File: src/rtl/bph_pkg.sv
// Package: shared constants, codes and controller/datapath interface types for the probe table.
`timescale 1ns / 1ps

package bph_pkg;

   localparam int DEF_TABLE_ENTRIES = 1024;
   localparam int DEF_PROBE_LIMIT   = 3;
   localparam int DEF_VALUE_BITS    = 32;

   localparam int HASH_BITS  = 32;
   localparam int MOD_STEPS  = 3;
   localparam int MOD_CNT_W  = $clog2(MOD_STEPS);
   localparam int WORD_BITS  = 32;

   localparam logic [HASH_BITS-1:0] MIX_C1 = 32'h85eb_ca6b;
   localparam logic [HASH_BITS-1:0] MIX_C2 = 32'hc2b2_ae35;

   localparam logic [1:0] CMD_LOOKUP = 2'd0;
   localparam logic [1:0] CMD_INSERT = 2'd1;
   localparam logic [1:0] CMD_REMOVE = 2'd2;

   localparam logic [1:0] ST_DONE = 2'd0;
   localparam logic [1:0] ST_MISS = 2'd1;
   localparam logic [1:0] ST_FULL = 2'd2;

   typedef struct packed {
      logic accept;
      logic mix1;
      logic mix2;
      logic mix3;
      logic mod_step;
      logic mem_rd;
      logic wr_ins;
      logic wr_rm;
      logic found;
      logic done;
      logic advance;
      logic clr_step;
      logic out_load;
   } bph_cmd_type;

   typedef struct packed {
      logic [1:0] cmd;
      logic       hit;
      logic       free;
      logic       clr_last;
      logic       out_free;
   } bph_sts_type;

endpackage

File: src/rtl/bph_ctrl.sv
// Controller: sequences clearing, hashing, index reduction and the probe walk.
`timescale 1ns / 1ps

module bph_ctrl import bph_pkg::*; #(
   parameter int TABLE_ENTRIES = DEF_TABLE_ENTRIES,
   parameter int PROBE_LIMIT   = DEF_PROBE_LIMIT
) (
   input  logic        clock,
   input  logic        reset,
   input  logic        req_valid,
   output logic        req_ready,
   input  bph_sts_type sts,
   output bph_cmd_type ctl
);

   localparam bit IS_POW2 = (TABLE_ENTRIES & (TABLE_ENTRIES - 1)) == 0;
   localparam int PRB_W   = $clog2(PROBE_LIMIT + 1);

   localparam logic [3:0] S_CLEAR = 4'd0;
   localparam logic [3:0] S_IDLE  = 4'd1;
   localparam logic [3:0] S_MIX1  = 4'd2;
   localparam logic [3:0] S_MIX2  = 4'd3;
   localparam logic [3:0] S_MIX3  = 4'd4;
   localparam logic [3:0] S_MOD   = 4'd5;
   localparam logic [3:0] S_READ  = 4'd6;
   localparam logic [3:0] S_CHECK = 4'd7;
   localparam logic [3:0] S_DONE  = 4'd8;

   logic [3:0]           state_ff, state_in;
   logic [PRB_W-1:0]     prb_ff, prb_in;
   logic [MOD_CNT_W-1:0] mod_ff, mod_in;
   logic                 prb_last;

   assign prb_last  = (prb_ff == PRB_W'(PROBE_LIMIT - 1));
   assign req_ready = (state_ff == S_IDLE);

   always_comb begin
      state_in = state_ff;
      prb_in   = prb_ff;
      mod_in   = mod_ff;
      ctl      = '0;
      unique case (state_ff)
         S_CLEAR: begin
            ctl.clr_step = 1'b1;
            if (sts.clr_last) begin
               state_in = S_IDLE;
            end
         end
         S_IDLE: begin
            if (req_valid) begin
               ctl.accept = 1'b1;
               prb_in     = '0;
               mod_in     = '0;
               state_in   = S_MIX1;
            end
         end
         S_MIX1: begin
            ctl.mix1 = 1'b1;
            state_in = (sts.cmd == CMD_LOOKUP || sts.cmd == CMD_INSERT ||
                        sts.cmd == CMD_REMOVE) ? S_MIX2 : S_DONE;
         end
         S_MIX2: begin
            ctl.mix2 = 1'b1;
            state_in = S_MIX3;
         end
         S_MIX3: begin
            ctl.mix3 = 1'b1;
            state_in = IS_POW2 ? S_READ : S_MOD;
         end
         S_MOD: begin
            ctl.mod_step = 1'b1;
            mod_in       = mod_ff + 1'b1;
            if (mod_ff == MOD_CNT_W'(MOD_STEPS - 1)) begin
               state_in = S_READ;
            end
         end
         S_READ: begin
            ctl.mem_rd = 1'b1;
            state_in   = S_CHECK;
         end
         S_CHECK: begin
            state_in = prb_last ? S_DONE : S_READ;
            case (sts.cmd)
               CMD_LOOKUP: begin
                  if (sts.hit) begin
                     ctl.found = 1'b1;
                     state_in  = S_DONE;
                  end
               end
               CMD_INSERT: begin
                  if (sts.free) begin
                     ctl.wr_ins = 1'b1;
                     ctl.done   = 1'b1;
                     state_in   = S_DONE;
                  end
               end
               CMD_REMOVE: begin
                  if (sts.hit) begin
                     ctl.wr_rm = 1'b1;
                     ctl.done  = 1'b1;
                  end
               end
               default: begin
                  state_in = S_DONE;
               end
            endcase
            if (state_in == S_READ) begin
               ctl.advance = 1'b1;
               prb_in      = prb_ff + 1'b1;
            end
         end
         S_DONE: begin
            if (sts.out_free) begin
               ctl.out_load = 1'b1;
               state_in     = S_IDLE;
            end
         end
         default: begin
            state_in = S_IDLE;
         end
      endcase
   end

   always_ff @(posedge clock) begin
      if (reset) begin
         state_ff <= S_CLEAR;
         prb_ff   <= '0;
         mod_ff   <= '0;
      end else begin
         state_ff <= state_in;
         prb_ff   <= prb_in;
         mod_ff   <= mod_in;
      end
   end

endmodule

File: config.mk
export PLATFORM = sky130hd
export DESIGN_NAME = bph_ctrl
export DESIGN_NICKNAME = d
export VERILOG_FILES = /design/src/rtl/bph_pkg.sv /design/src/rtl/bph_ctrl.sv
export SDC_FILE = /design/constraint.sdc
export NUM_CORES = 1
export LEC_CHECK = 0
export ABC_AREA = 1
export ABC_CLOCK_PERIOD_IN_PS = 3200
export BUFFER_PORTS_ARGS = -buffer_cell sky130_fd_sc_hd__clkbuf_2
export CORE_AREA = 10 10 49 51
export DETAILED_ROUTE_END_ITERATION = 10
export DIE_AREA = 0 0 59 61
export GPL_TIMING_DRIVEN = 1
export PLACE_DENSITY = 0.73
export SLEW_MARGIN = 40
export SYNTH_ARGS = -nofsm -noshare
export SYNTH_HDL_FRONTEND = slang
export SYNTH_SLANG_ARGS = --single-unit
File: constraint.sdc
create_clock -name clock -period 3.2 [get_ports clock]
set_clock_uncertainty 0.2 [all_clocks]
set_input_delay 0.8 -clock clock [delete_from_list [all_inputs] [get_ports clock]]
set_output_delay 0.8 -clock clock [all_outputs]
set_load 0.02 [all_outputs]
; ---- Yosys cells after proc, flatten, opt, wreduce, memory -nomap -nowiden
; Cells that the tools add are included.
[totals]
wordCells = 65
inputBits = 9
regBits = 8
output_inout_bits = 14
[op_classes]
eq_ne = 18
n_mux = 33
n_reduce_logical = 9
n_addsub = 2
[ops]
columns = operator, n
row1 = $mux W4, 9
row2 = $pmux W4 S9, 1
row3 = $eq A4 B3 Y1 const B, 5
row4 = $mux W1, 16
row5 = $pmux W4 S3, 1
row6 = $ne A2 B2 Y1 const B, 5
row7 = $eq A4 B2 Y1 const B, 2
row8 = $pmux W2 S2, 2
row9 = $eq A2 B2 Y1 const B, 3
row10 = $mux W5, 1
row11 = $add A2 B1 Y2 const B, 2
row12 = $eq A4 B1 Y1 const B, 1
row13 = $eq A4 B4 Y1 const B, 1
row14 = $logic_not A4 Y1, 1
row15 = $mux W2, 2
row16 = $reduce_and A4 Y1, 1
row17 = $reduce_bool A2 Y1, 2
row18 = $reduce_and A3 Y1, 1
row19 = $eq A2 B1 Y1 const B, 1
row20 = $logic_not A2 Y1, 1
row21 = $logic_or A1 B1 Y1, 2
row22 = $pmux W1 S2, 1
row23 = $reduce_and A2 Y1, 1

; ---- Logic depth before layout (Yosys ltp)
; Gate-level depths: netlist (run 1).
[logic_depth]
word_depth = 8
ltp_mapped = 11
mapped_depth_nobuf = 11

; ---- Least setup slack after synthesis (run 1)
; Ideal clock, no wire load.
[synth_timing]
path_kind = in2out
start = input sts[4] (netlist bit)
end = output ctl[3] (netlist bit)
t_required_ns = 2.200
cell_stages = 5
arrival_time_ns = 1.900
path_buffers = 0
slack_ns = 0.300
path_cell_list = inv_1 -> ha_1 -> inv_1 -> nor3_1 -> o21a_1
[synth_rtl]
columns = element, line
row1 = from (decl), bph_ctrl.sv:12  ; input bph_sts_type sts,
row2 = to (decl), bph_ctrl.sv:13  ; output bph_cmd_type ctl

==> metrics.md, run 1 <==
| Metric | Value |
|---|---|
| Final period utilization | `89.5%` |
| Maximum clock frequency | `0.349 GHz` |
| Post-CTS setup buffer count | `0` |
| Flop and latch count out of synthesis | `8` |
| Total number of yosys warnings | `0` |
| Maximum vdd drop | `0.242 mV` |
| Result of the run | `completed` |
| Worst-case clock buffer depth | `2` |
| TritonCTS clock tree | `done` |
| Final WL | `1750 µm` |
| Syn Area/Cell | `5.85 µm²` |
| Max transition margin | `80.5%` |
| Multi-input combinational cell area | `419 µm²` |
| Final setup violation count | `0` |
| Standard cell core area | `1470 µm²` |
| Launch instance of the worst register-to-register path | `prb_ff[0]` |
| Clock buffer count from CTS | `3` |
| GRT overflow | `0` |
| Placed cell area | `803 µm²` |
| Register-to-register setup slack | `1.54 ns` |
| Clk pin slew, worst setup/hold paths | `0.05 ns` |
| Number of antenna violations at the first check in global routing | `0` |
| Synth Net Count | `130` |
| DP Wirelength | `1530 µm` |
| Final Critical Period | `2.86 ns` |
| Total Power Consumption | `470 µW` |
| GR Layer Usage met2 | `19.5%` |
| Number of diodes | `0` |
| Capture point of the critical path | `ctl[2]` |
| Number of global-route vias before repair | `748` |
| Routing usage on met3 | `3.34%` |
| Most frequent cell on the critical path | `sky130_fd_sc_hd__clkbuf_2` |
| Required time of the critical path | `2.20 ns` |
| Critical path launch point | `sts[4]` |
| Final weighted congestion in routability-driven placement | `0.848` |
| Met1 track demand over resource in global routing | `10.5%` |
| Residual DRC count | `0` |
| Cell leakage power | `0.000513 µW` |
| Slowest cell on the critical path | `sky130_fd_sc_hd__ha_1` |
| Clock root buffer master | `sky130_fd_sc_hd__clkbuf_4` |
| Initial core utilization | `45.7%` |
| Distinct cell type count of the synthesized netlist | `19` |
| Setup repair after global routing missed its margin | `no` |
| GR Util All Layers | `10.6%` |
| Number of cell instances on the worst register-to-register path | `10` |
| Row Count | `14` |
| Syn Std Cell Area | `673 µm²` |
| Max-cap violations | `0` |
| End of the worst register-to-register path | `prb_ff[1]` |
| Setup total negative slack | `0 ns` |
| Crit path launch type | `input pin` |
| Power per Cell Area | `569 nW/µm²` |
| Final count of pins violating max slew | `0` |
| Worst setup EP type | `primary output` |
| Post-cts sizing count | `0` |
| DIE HEIGHT | `61 µm` |
| Area growth syn-to-layout | `22.7%` |
| Fraction of final layout cells sized beyond drive strength 1 | `20.7%` |
| Count of filler cells inserted in the layout | `170` |
| Largest fanout on the critical path | `4` |
| Routing layer with the top usage in global route | `met2` |
| Post-detailed-route wirelength per cell | `11.2 µm` |
| CTS sink count | `8` |
| Transition time of the tightest slew-check pin | `0.290 ns` |
| Top post-synthesis cells by area | `sky130_fd_sc_hd__dfxtp_1 (24%), sky130_fd_sc_hd__nor2_1 (15%), sky130_fd_sc_hd__inv_1 (14%)` |
| Share of the core filled with cells in the final layout | `56.1%` |
| Cell count after synthesis | `115` |
| Via density per instance | `4.82` |
| Share of the yosys chip area belonging to registers | `23.8%` |
| Number of H-tree levels | `1` |
| Starting DRC count in detailed routing | `18` |
| Top-area cell type share of the netlist area | `23.8%` |
| # port buffers | `22` |
| Register Area | `160 µm²` |
| Via Count | `752` |
| TritonRoute pass-1 iters | `4` |
| Overall die area | `3600 µm²` |
| Final hold vios | `0` |
| Top-level I/O count | `23` |
| Data arrival, critical path | `1.86 ns` |
| Wire length of the first global-routing pass | `3060 µm` |
| Finished layout cell area | `826 µm²` |
| Number of nets at the end of the flow | `157` |
| Detail Route Antenna Nets | `0` |
| Most area-hungry cell type in the Yosys netlist | `sky130_fd_sc_hd__dfxtp_1` |
| Pin count of the biggest net entering global routing | `7` |
| Category of the most critical setup path | `in2out` |
| Cell chain of the critical path | `clkbuf_2, ha_1, nor2_1, nand3_1, nor2_2, nand2_2, inv_1, clkbuf_2` |
| Clock Latency Late Sink | `0.25 ns` |
| Worst path max stage delay | `0.24 ns` |
| Horizontal extent of the die | `59 µm` |
| Hold Crit Class | `reg2reg` |
| Post-CTS Hold Buffers | `0` |
[power by group]
group          total [µW]  leakage (µW)  switching, µW  internal, µW
logic                 256      0.000434            170          86.0
registers             137     0.0000651           17.1           120
clock network        77.6     0.0000138           34.6          43.0
[layer usage]
layer	vias to the layer above	part of all wire (%)
met5	-	0
met4	0	1.4
met3	6	6.5
met2	24	51
met1	320	41
li1	402	-
[worst max-delay path: cells and delay by family]
kind                       cells  cell delay (ns)
and+or+nand+nor                4             0.51
adders and majority gates      1             0.24
buffers and inverters          3             0.32
[state kept, by name, summed over array words and instances, names as in the netlist]
register and cells:
state_ff 4, mod_ff 2, prb_ff 2
[how the worst min path moves through the flow]
stage                    from        end  slack [ns]  cells past startpoint
floorplan           mod_ff[0]  mod_ff[0]        0.23                      1
global placement    mod_ff[0]  mod_ff[0]        0.24                      1
detailed placement  mod_ff[0]  mod_ff[0]        0.25                      1
CTS                 mod_ff[0]  mod_ff[0]        0.25                      1
global route        mod_ff[0]  mod_ff[0]        0.29                      1
finish              mod_ff[0]  mod_ff[0]        0.25                      1
[cells by family (layout without fill, tap and decap cells)]
logic type,Yosys count,in the layout,share of synthesized area [%]
buffers and inverters,25,50,13.9
and+or+nand+nor,64,64,41.1
DFF,8,8,23.8
adders and majority gates,6,6,11.2
AOI/OAI and AO/OA,12,12,10.0
[cell usage in the layout (no fill, tap or decap)]
master / n
sky130_fd_sc_hd__nor2_1: 27
sky130_fd_sc_hd__inv_1: 25
sky130_fd_sc_hd__clkbuf_2: 22
sky130_fd_sc_hd__nand2_1: 21
sky130_fd_sc_hd__dfxtp_1: 8
sky130_fd_sc_hd__ha_1: 6
sky130_fd_sc_hd__nand3_1: 5
sky130_fd_sc_hd__a21oi_1: 4
sky130_fd_sc_hd__o21ai_0: 4
sky130_fd_sc_hd__nor3_1: 3
sky130_fd_sc_hd__clkbuf_4: 3
sky130_fd_sc_hd__nand2_2: 2
sky130_fd_sc_hd__or2_0: 2
sky130_fd_sc_hd__o21a_1: 1
sky130_fd_sc_hd__nor2_2: 1
sky130_fd_sc_hd__nand2_4: 1
sky130_fd_sc_hd__nand3b_1: 1
sky130_fd_sc_hd__o21ai_1: 1
sky130_fd_sc_hd__nand4_1: 1
sky130_fd_sc_hd__o211ai_1: 1
sky130_fd_sc_hd__o31ai_1: 1
[synthesized netlist by cell type, drive strengths merged]
cell     n
a21oi    4
dfxtp    8
ha       6
inv     25
nand2   24
nand3    5
nand3b   1
nand4    1
nor2    28
nor3     3
o211ai   1
o21a     1
o21ai    5
o31ai    1
or2      2
[final cells by class]
cell class,count,area share (%)
sequential,8,19.4
tap,16,2.42
inverter,25,11.4
timing repair buffer,22,13.3
clock buffer,3,2.73
multi-input combinational,82,50.8
[per-stage QoR]
step / hold slack [ns] / worst slack [ns] / cells
2_1_floorplan: 0.226 / 0.300 / 115
5_1_grt: 0.288 / 0.246 / 156
6_report: 0.255 / 0.336 / 156
4_1_cts: 0.254 / 0.342 / 156
3_3_place_gp: 0.239 / 0.396 / 153
3_5_place_dp: 0.249 / 0.345 / 153
(Power assumes the default switching activity.)
==> run 2, diff against run 1 <==
Settings changed: PLACE_DENSITY 0.73 to 0.75.
==> run 2 against run 1 <==
Compared with the run above:
- non-clock buffer count stayed put
- sequential share of layout area stayed put
- final area stayed put
- sequential cell count stayed put
- largest power group unchanged
- worst setup slack worse by 0.012 ns
==> metrics.md, run 2 (synthesis gave the netlist of run 1 again) <==
| Metric | Value |
|---|---|
| Via density per instance | `4.83 (+0.13%)` |
| Transition time of the tightest slew-check pin | `0.273 ns (-0.0169 ns)` |
| # port buffers | `22 (unchanged)` |
| Clk pin slew, worst setup/hold paths | `0.05 ns (about the same)` |
| Launch instance of the worst register-to-register path | `prb_ff[0]` |
| Final weighted congestion in routability-driven placement | `0.842 (-0.66%)` |
| Number of cell instances on the worst register-to-register path | `10 (unchanged)` |
| Wire length of the first global-routing pass | `3110 µm (+1.8%)` |
| Setup repair after global routing missed its margin | `no` |
| Max-cap violations | `0 (unchanged)` |
| Post-CTS Hold Buffers | `0 (unchanged)` |
| Commonest non-fill, non-tap cell in the layout | `sky130_fd_sc_hd__nor2_1` |
| Area growth syn-to-layout | `22.7% (unchanged)` |
| Largest fanout on the critical path | `4 (unchanged)` |
| Number of global-route vias before repair | `780 (+4.3%)` |
| Largest registers in the final layout | `state_ff x4, mod_ff x2, prb_ff x2` |
| Final setup violation count | `0 (unchanged)` |
| Starting DRC count in detailed routing | `14 (-4)` |
| DIE HEIGHT | `61 µm (unchanged)` |
| Post-CTS setup buffer count | `0 (unchanged)` |
| Initial core utilization | `45.7% (unchanged)` |
| Final count of pins violating max slew | `0 (unchanged)` |
| Final Critical Period | `2.88 ns (+0.0119 ns)` |
| Detail Route Antenna Nets | `0 (unchanged)` |
| Post-detailed-route wirelength per cell | `11.2 µm (+0.17%)` |
| Residual DRC count | `0 (unchanged)` |
| Total Power Consumption | `476 µW (+1.1%)` |
| Final hold vios | `0 (unchanged)` |
| Via Count | `753 (+0.13%)` |
| Standard cell core area | `1470 µm² (unchanged)` |
| Final worst setup slack | `0.325 ns (-0.0119 ns)` |
| Row Count | `14 (unchanged)` |
| Count of filler cells inserted in the layout | `170 (unchanged)` |
| Worst path max stage delay | `0.23 ns (about the same)` |
| Hold Crit Class | `reg2reg` |
| Register with the most flip-flops | `state_ff` |
| Hold worst-path end | `mod_ff[0]` |
| Result of the run | `completed` |
| Maximum clock frequency | `0.348 GHz (-0.41%)` |
| Placed cell area | `803 µm² (unchanged)` |
| Clock Latency Late Sink | `0.26 ns (about the same)` |
| Slowest cell on the critical path | `sky130_fd_sc_hd__ha_1` |
| Maximum vdd drop | `0.368 mV (+52%)` |
| Most frequent cell on the critical path | `sky130_fd_sc_hd__clkbuf_2` |
| Max transition margin | `81.8% (+1.2 points)` |
| End of the worst register-to-register path | `prb_ff[1]` |
| Number of H-tree levels | `1 (unchanged)` |
| Max reg flops | `4 (unchanged)` |
| DP Wirelength | `1530 µm (about the same)` |
| Instance count along the most critical hold path | `1 (unchanged)` |
| Setup total negative slack | `0 ns (unchanged)` |
| TritonCTS clock tree | `done` |
| Worst setup EP type | `primary output` |
| Fraction of final layout cells sized beyond drive strength 1 | `20.7% (unchanged)` |
| Worst Hold Launch | `mod_ff[0]` |
| Pin count of the biggest net entering global routing | `7 (unchanged)` |
| Top-level I/O count | `23 (unchanged)` |
| GR Util All Layers | `10.8% (+0.26 points)` |
| Crit path launch type | `input pin` |
| CTS sink count | `8 (unchanged)` |
| Finished layout cell area | `826 µm² (unchanged)` |
| Highest-count cells in the layout ignoring fill and taps | `sky130_fd_sc_hd__nor2_1 (27), sky130_fd_sc_hd__inv_1 (25), sky130_fd_sc_hd__clkbuf_2 (22), sky130_fd_sc_hd__nand2_1 (21), sky130_fd_sc_hd__dfxtp_1 (8)` |
| Number of antenna violations at the first check in global routing | `0 (unchanged)` |
| Post-cts sizing count | `0 (unchanged)` |
| Post-placement setup slack | `0.334 ns (-0.0112 ns)` |
| Final WL | `1750 µm (+0.17%)` |
| Number of nets at the end of the flow | `157 (unchanged)` |
| Power per Cell Area | `576 nW/µm² (+1.1%)` |
| Number of diodes | `0 (unchanged)` |
| Final period utilization | `89.9% (+0.37 points)` |
| Category of the most critical setup path | `in2out` |
| Clock root buffer master | `sky130_fd_sc_hd__clkbuf_4` |
| TritonRoute pass-1 iters | `5 (+1)` |
| Worst-case clock buffer depth | `2 (unchanged)` |
| Register-to-register setup slack | `1.55 ns (about the same)` |
| Data arrival, critical path | `1.88 ns (+0.02 ns)` |
| Horizontal extent of the die | `59 µm (unchanged)` |
| Cell chain of the critical path | `clkbuf_2, ha_1, nor2_1, nand3_1, nor2_2, nand2_2, inv_1, clkbuf_2` |
| Overall die area | `3600 µm² (unchanged)` |
| GRT overflow | `0 (unchanged)` |
| Required time of the critical path | `2.20 ns (about the same)` |
| Clock buffer count from CTS | `3 (unchanged)` |
| Cell leakage power | `0.000513 µW (unchanged)` |
## run 2: cell counts in the layout (fill, tap and decap cells not counted)
No cell type changed its count.
## run 2: worst max-delay path: cells and delay by family
kind / cells / cell delay [ns]
fa+ha+maj: 1 / 0.23
buf+inv: 3 / 0.32
simple gates: 4 / 0.51
## run 2: per-layer routing
layer  global-route usage (%)  part of all wire (%)
met4                     3.61                   1.0
met5                        0                     0
met2                     18.9                    50
met3                     6.05                   8.2
met1                     10.7                    41
## run 2: where the power goes
part	total, µW	internal [µW]	switching, µW
clock	78.9	43.0	35.9
sequential	137	120	17.5
combinational	259	86.0	173
## run 2: metrics by stage
stage | util (%) | hold slack [ns] | instances
floorplan | - | 0.226 | 115
global placement | 54.6 | 0.239 | 153
detailed placement | 54.6 | 0.255 | 153
CTS | 56.1 | 0.263 | 156
global route | 56.1 | 0.303 | 156
finish | 56.1 | 0.256 | 156
## run 2: worst max-delay path by stage
stage	from	to	slack (ns)
global placement	sts[4]	ctl[2]	0.40
floorplan	sts[4]	ctl[3]	0.30
detailed placement	sts[4]	ctl[2]	0.33
CTS	sts[4]	ctl[2]	0.33
global route	sts[5]	ctl[2]	0.21
finish	sts[4]	ctl[2]	0.32
## run 2: layout make-up
| type | count | area (µm²) | share of cell area [%] |
|---|---|---|---|
| multi-input cells | 82 | 419 | 50.8 |
| repair buffers | 22 | 110 | 13.3 |
| flip-flops and latches | 8 | 160 | 19.4 |
| well taps | 16 | 20.0 | 2.42 |
| clock buffers | 3 | 22.5 | 2.73 |
| inverters | 25 | 93.8 | 11.4 |
==> run 3, diff against run 2 <==
Settings changed: CTS_CLUSTER_SIZE from default to 20, PLACE_DENSITY 0.75 to 0.72.
==> run 3 against run 2 <==
Compared with the run above:
- count of clock-buffer cells in the layout is the same
- core utilization is the same
- fmax increased by 1.2%
- largest cell class unchanged
==> metrics.md, run 3 (synthesis gave the netlist of run 1 again) <==
| Metric | Value |
|---|---|
| Result of the run | `completed` |
| Sw frac | `47.9% (+0.22 points)` |
| Switching pwr | `229 µW (+1.2%)` |
| Wire length of the first global-routing pass | `2990 µm (-4.0%)` |
| Setup total negative slack | `0 ns (unchanged)` |
| Fraction of final layout cells sized beyond drive strength 1 | `20.7% (unchanged)` |
| Final hold vios | `0 (unchanged)` |
| Slowest cell on the critical path | `sky130_fd_sc_hd__ha_1` |
| DIE HEIGHT | `61 µm (unchanged)` |
| Via Count | `775 (+2.9%)` |
| Final period utilization | `88.8% (-1.1 points)` |
| Worst-case clock buffer depth | `2 (unchanged)` |
| Final WL | `1850 µm (+5.3%)` |
| Max reg flops | `4 (unchanged)` |
| Multi-input combinational cell area | `419 µm² (unchanged)` |
| CTS sink count | `8 (unchanged)` |
| Standard cell core area | `1470 µm² (unchanged)` |
| Clock root buffer master | `sky130_fd_sc_hd__clkbuf_4` |
| Data arrival, critical path | `1.84 ns (-0.04 ns)` |
| Setup repair after global routing missed its margin | `no` |
| Cell chain of the critical path | `clkbuf_2, inv_1, ha_1, inv_1, nor2_1, nor2_1, nor2_2, nand2_2, inv_1, clkbuf_2` |
| Final worst setup slack | `0.358 ns (+0.0339 ns)` |
| Top delay family on crit path | `buffers and inverters` |
| Clk pin slew, worst setup/hold paths | `0.06 ns (about the same)` |
| Number of diodes | `0 (unchanged)` |
| Internal power component | `250 µW (+0.28%)` |
| Count of filler cells inserted in the layout | `168 (-1.2%)` |
| Max-cap violations | `0 (unchanged)` |
| Max transition margin | `81.6% (-0.19 points)` |
| # port buffers | `22 (unchanged)` |
| TritonCTS clock tree | `done` |
| Category of the most critical setup path | `in2out` |
| Highest-count cells in the layout ignoring fill and taps | `sky130_fd_sc_hd__nor2_1 (27), sky130_fd_sc_hd__inv_1 (25), sky130_fd_sc_hd__clkbuf_2 (22), sky130_fd_sc_hd__nand2_1 (21), sky130_fd_sc_hd__dfxtp_1 (8)` |
| Final count of pins violating max slew | `0 (unchanged)` |
| Starting DRC count in detailed routing | `21 (+7)` |
| Detail Route Antenna Nets | `0 (unchanged)` |
| Number of nets at the end of the flow | `157 (unchanged)` |
| Maximum clock frequency | `0.352 GHz (+1.2%)` |
| Commonest non-fill, non-tap cell in the layout | `sky130_fd_sc_hd__nor2_1` |
| Register Area | `160 µm² (unchanged)` |
| Final weighted congestion in routability-driven placement | `0.845 (+0.32%)` |
| Overall die area | `3600 µm² (unchanged)` |
| Largest fanout on the critical path | `4 (unchanged)` |
| GRT overflow | `0 (unchanged)` |
| Clock buffer count from CTS | `3 (unchanged)` |
| Top-level I/O count | `23 (unchanged)` |
| Post-CTS setup buffer count | `0 (unchanged)` |
| Worst setup EP type | `primary output` |
| Number of H-tree levels | `1 (unchanged)` |
| Post-placement setup slack | `0.387 ns (+0.0536 ns)` |
| DP Wirelength | `1540 µm (+1.0%)` |
| Logic gate share of total power | `54.0% (-0.5 points)` |
| Number of global-route vias before repair | `728 (-6.7%)` |
| Clock Latency Late Sink | `0.26 ns (about the same)` |
| Maximum vdd drop | `0.321 mV (-13%)` |
| Required time of the critical path | `2.20 ns (about the same)` |
| Pin count of the biggest net entering global routing | `7 (unchanged)` |
| Largest registers in the final layout | `state_ff x4, mod_ff x2, prb_ff x2` |
| Horizontal extent of the die | `59 µm (unchanged)` |
| Final setup violation count | `0 (unchanged)` |
| Seq pwr share | `28.8% (about the same)` |
| Post-CTS Hold Buffers | `0 (unchanged)` |
| Post-detailed-route wirelength per cell | `11.8 µm (+5.3%)` |
| Area growth syn-to-layout | `22.7% (unchanged)` |
| TritonRoute pass-1 iters | `4 (-1)` |
| Residual DRC count | `0 (unchanged)` |
| Final Critical Period | `2.84 ns (-0.0339 ns)` |
| Worst path max stage delay | `0.18 ns (-0.05 ns)` |
| Hold Crit Class | `reg2reg` |
| Register with the most flip-flops | `state_ff` |
| Power per Cell Area | `580 nW/µm² (+0.70%)` |
| Number of antenna violations at the first check in global routing | `0 (unchanged)` |
| Most frequent cell on the critical path | `sky130_fd_sc_hd__inv_1` |
| Cell leakage power | `0.000513 µW (unchanged)` |
| Crit path launch type | `input pin` |
| Clock share of power | `17.2% (+0.6 points)` |
| Row Count | `14 (unchanged)` |
| GR Util All Layers | `10.6% (-0.26 points)` |
| Crit path buf inv count | `5 (+2)` |
| Post-cts sizing count | `0 (unchanged)` |
| Initial core utilization | `45.7% (unchanged)` |
| Via density per instance | `4.97 (+2.9%)` |
| Transition time of the tightest slew-check pin | `0.276 ns (+0.00288 ns)` |
-- run 3: cell counts in the layout (fill, tap and decap cells not counted) --
No cell type changed its count.
-- run 3: power groups by stage --
stage / sequential, µW / clock, µW / combinational, µW
2_1_floorplan: 136 / 0 / 193
3_3_place_gp: 139 / 0 / 253
3_5_place_dp: 140 / 0 / 260
4_1_cts: 138 / 80.2 / 261
5_1_grt: 141 / 83.0 / 296
6_report: 138 / 82.5 / 259
-- run 3: through the flow --
stage / hold WS, ns / area (µm²) / cells / power, µW / util, %
finish: 0.248 / 826 / 156 / 479 / 56.1
CTS: 0.251 / 826 / 156 / 479 / 56.1
detailed placement: 0.243 / 803 / 153 / 400 / 54.6
global placement: 0.241 / 803 / 153 / 392 / 54.6
global route: 0.285 / 826 / 156 / 520 / 56.1
floorplan: 0.226 / 673 / 115 / 329 / -
-- run 3: final cells by class --
cell class | instances | share of cell area, %
clock buffer | 3 | 2.73
inverter | 25 | 11.4
multi-input combinational | 82 | 50.8
sequential | 8 | 19.4
tap | 16 | 2.42
timing repair buffer | 22 | 13.3
-- run 3: path summary, 6_finish.rpt --
path,startpoint,to,slack [ns],cells after the start
setup / recovery,sts[5],ctl[2],0.36,10
hold reg to reg,mod_ff[0],mod_ff[0],0.25,1
hold / removal,mod_ff[0],mod_ff[0],0.25,1
setup reg to reg,prb_ff[0],prb_ff[1],1.52,10
-- run 3: worst reg2reg max path, cell delays in order, from the launching register on --
cell,delay (ns)
sky130_fd_sc_hd__dfxtp_1,0.33
sky130_fd_sc_hd__inv_1,0.06
sky130_fd_sc_hd__ha_1,0.22
sky130_fd_sc_hd__o21ai_0,0.23
sky130_fd_sc_hd__nand2_1,0.09
sky130_fd_sc_hd__nor2_1,0.12
sky130_fd_sc_hd__nand2_2,0.09
sky130_fd_sc_hd__nand2_1,0.09
sky130_fd_sc_hd__nand2_1,0.06
sky130_fd_sc_hd__nand2_1,0.06
sky130_fd_sc_hd__nor2_1,0.04
-- run 3: metal layers --
layer | routed length (µm) | global-route usage, % | part of all wire, %
met5 | 0 | 0 | 0
met4 | 34 | 5.90 | 1.8
met3 | 157 | 3.97 | 8.5
met2 | 869 | 17.6 | 47
met1 | 784 | 11.3 | 42
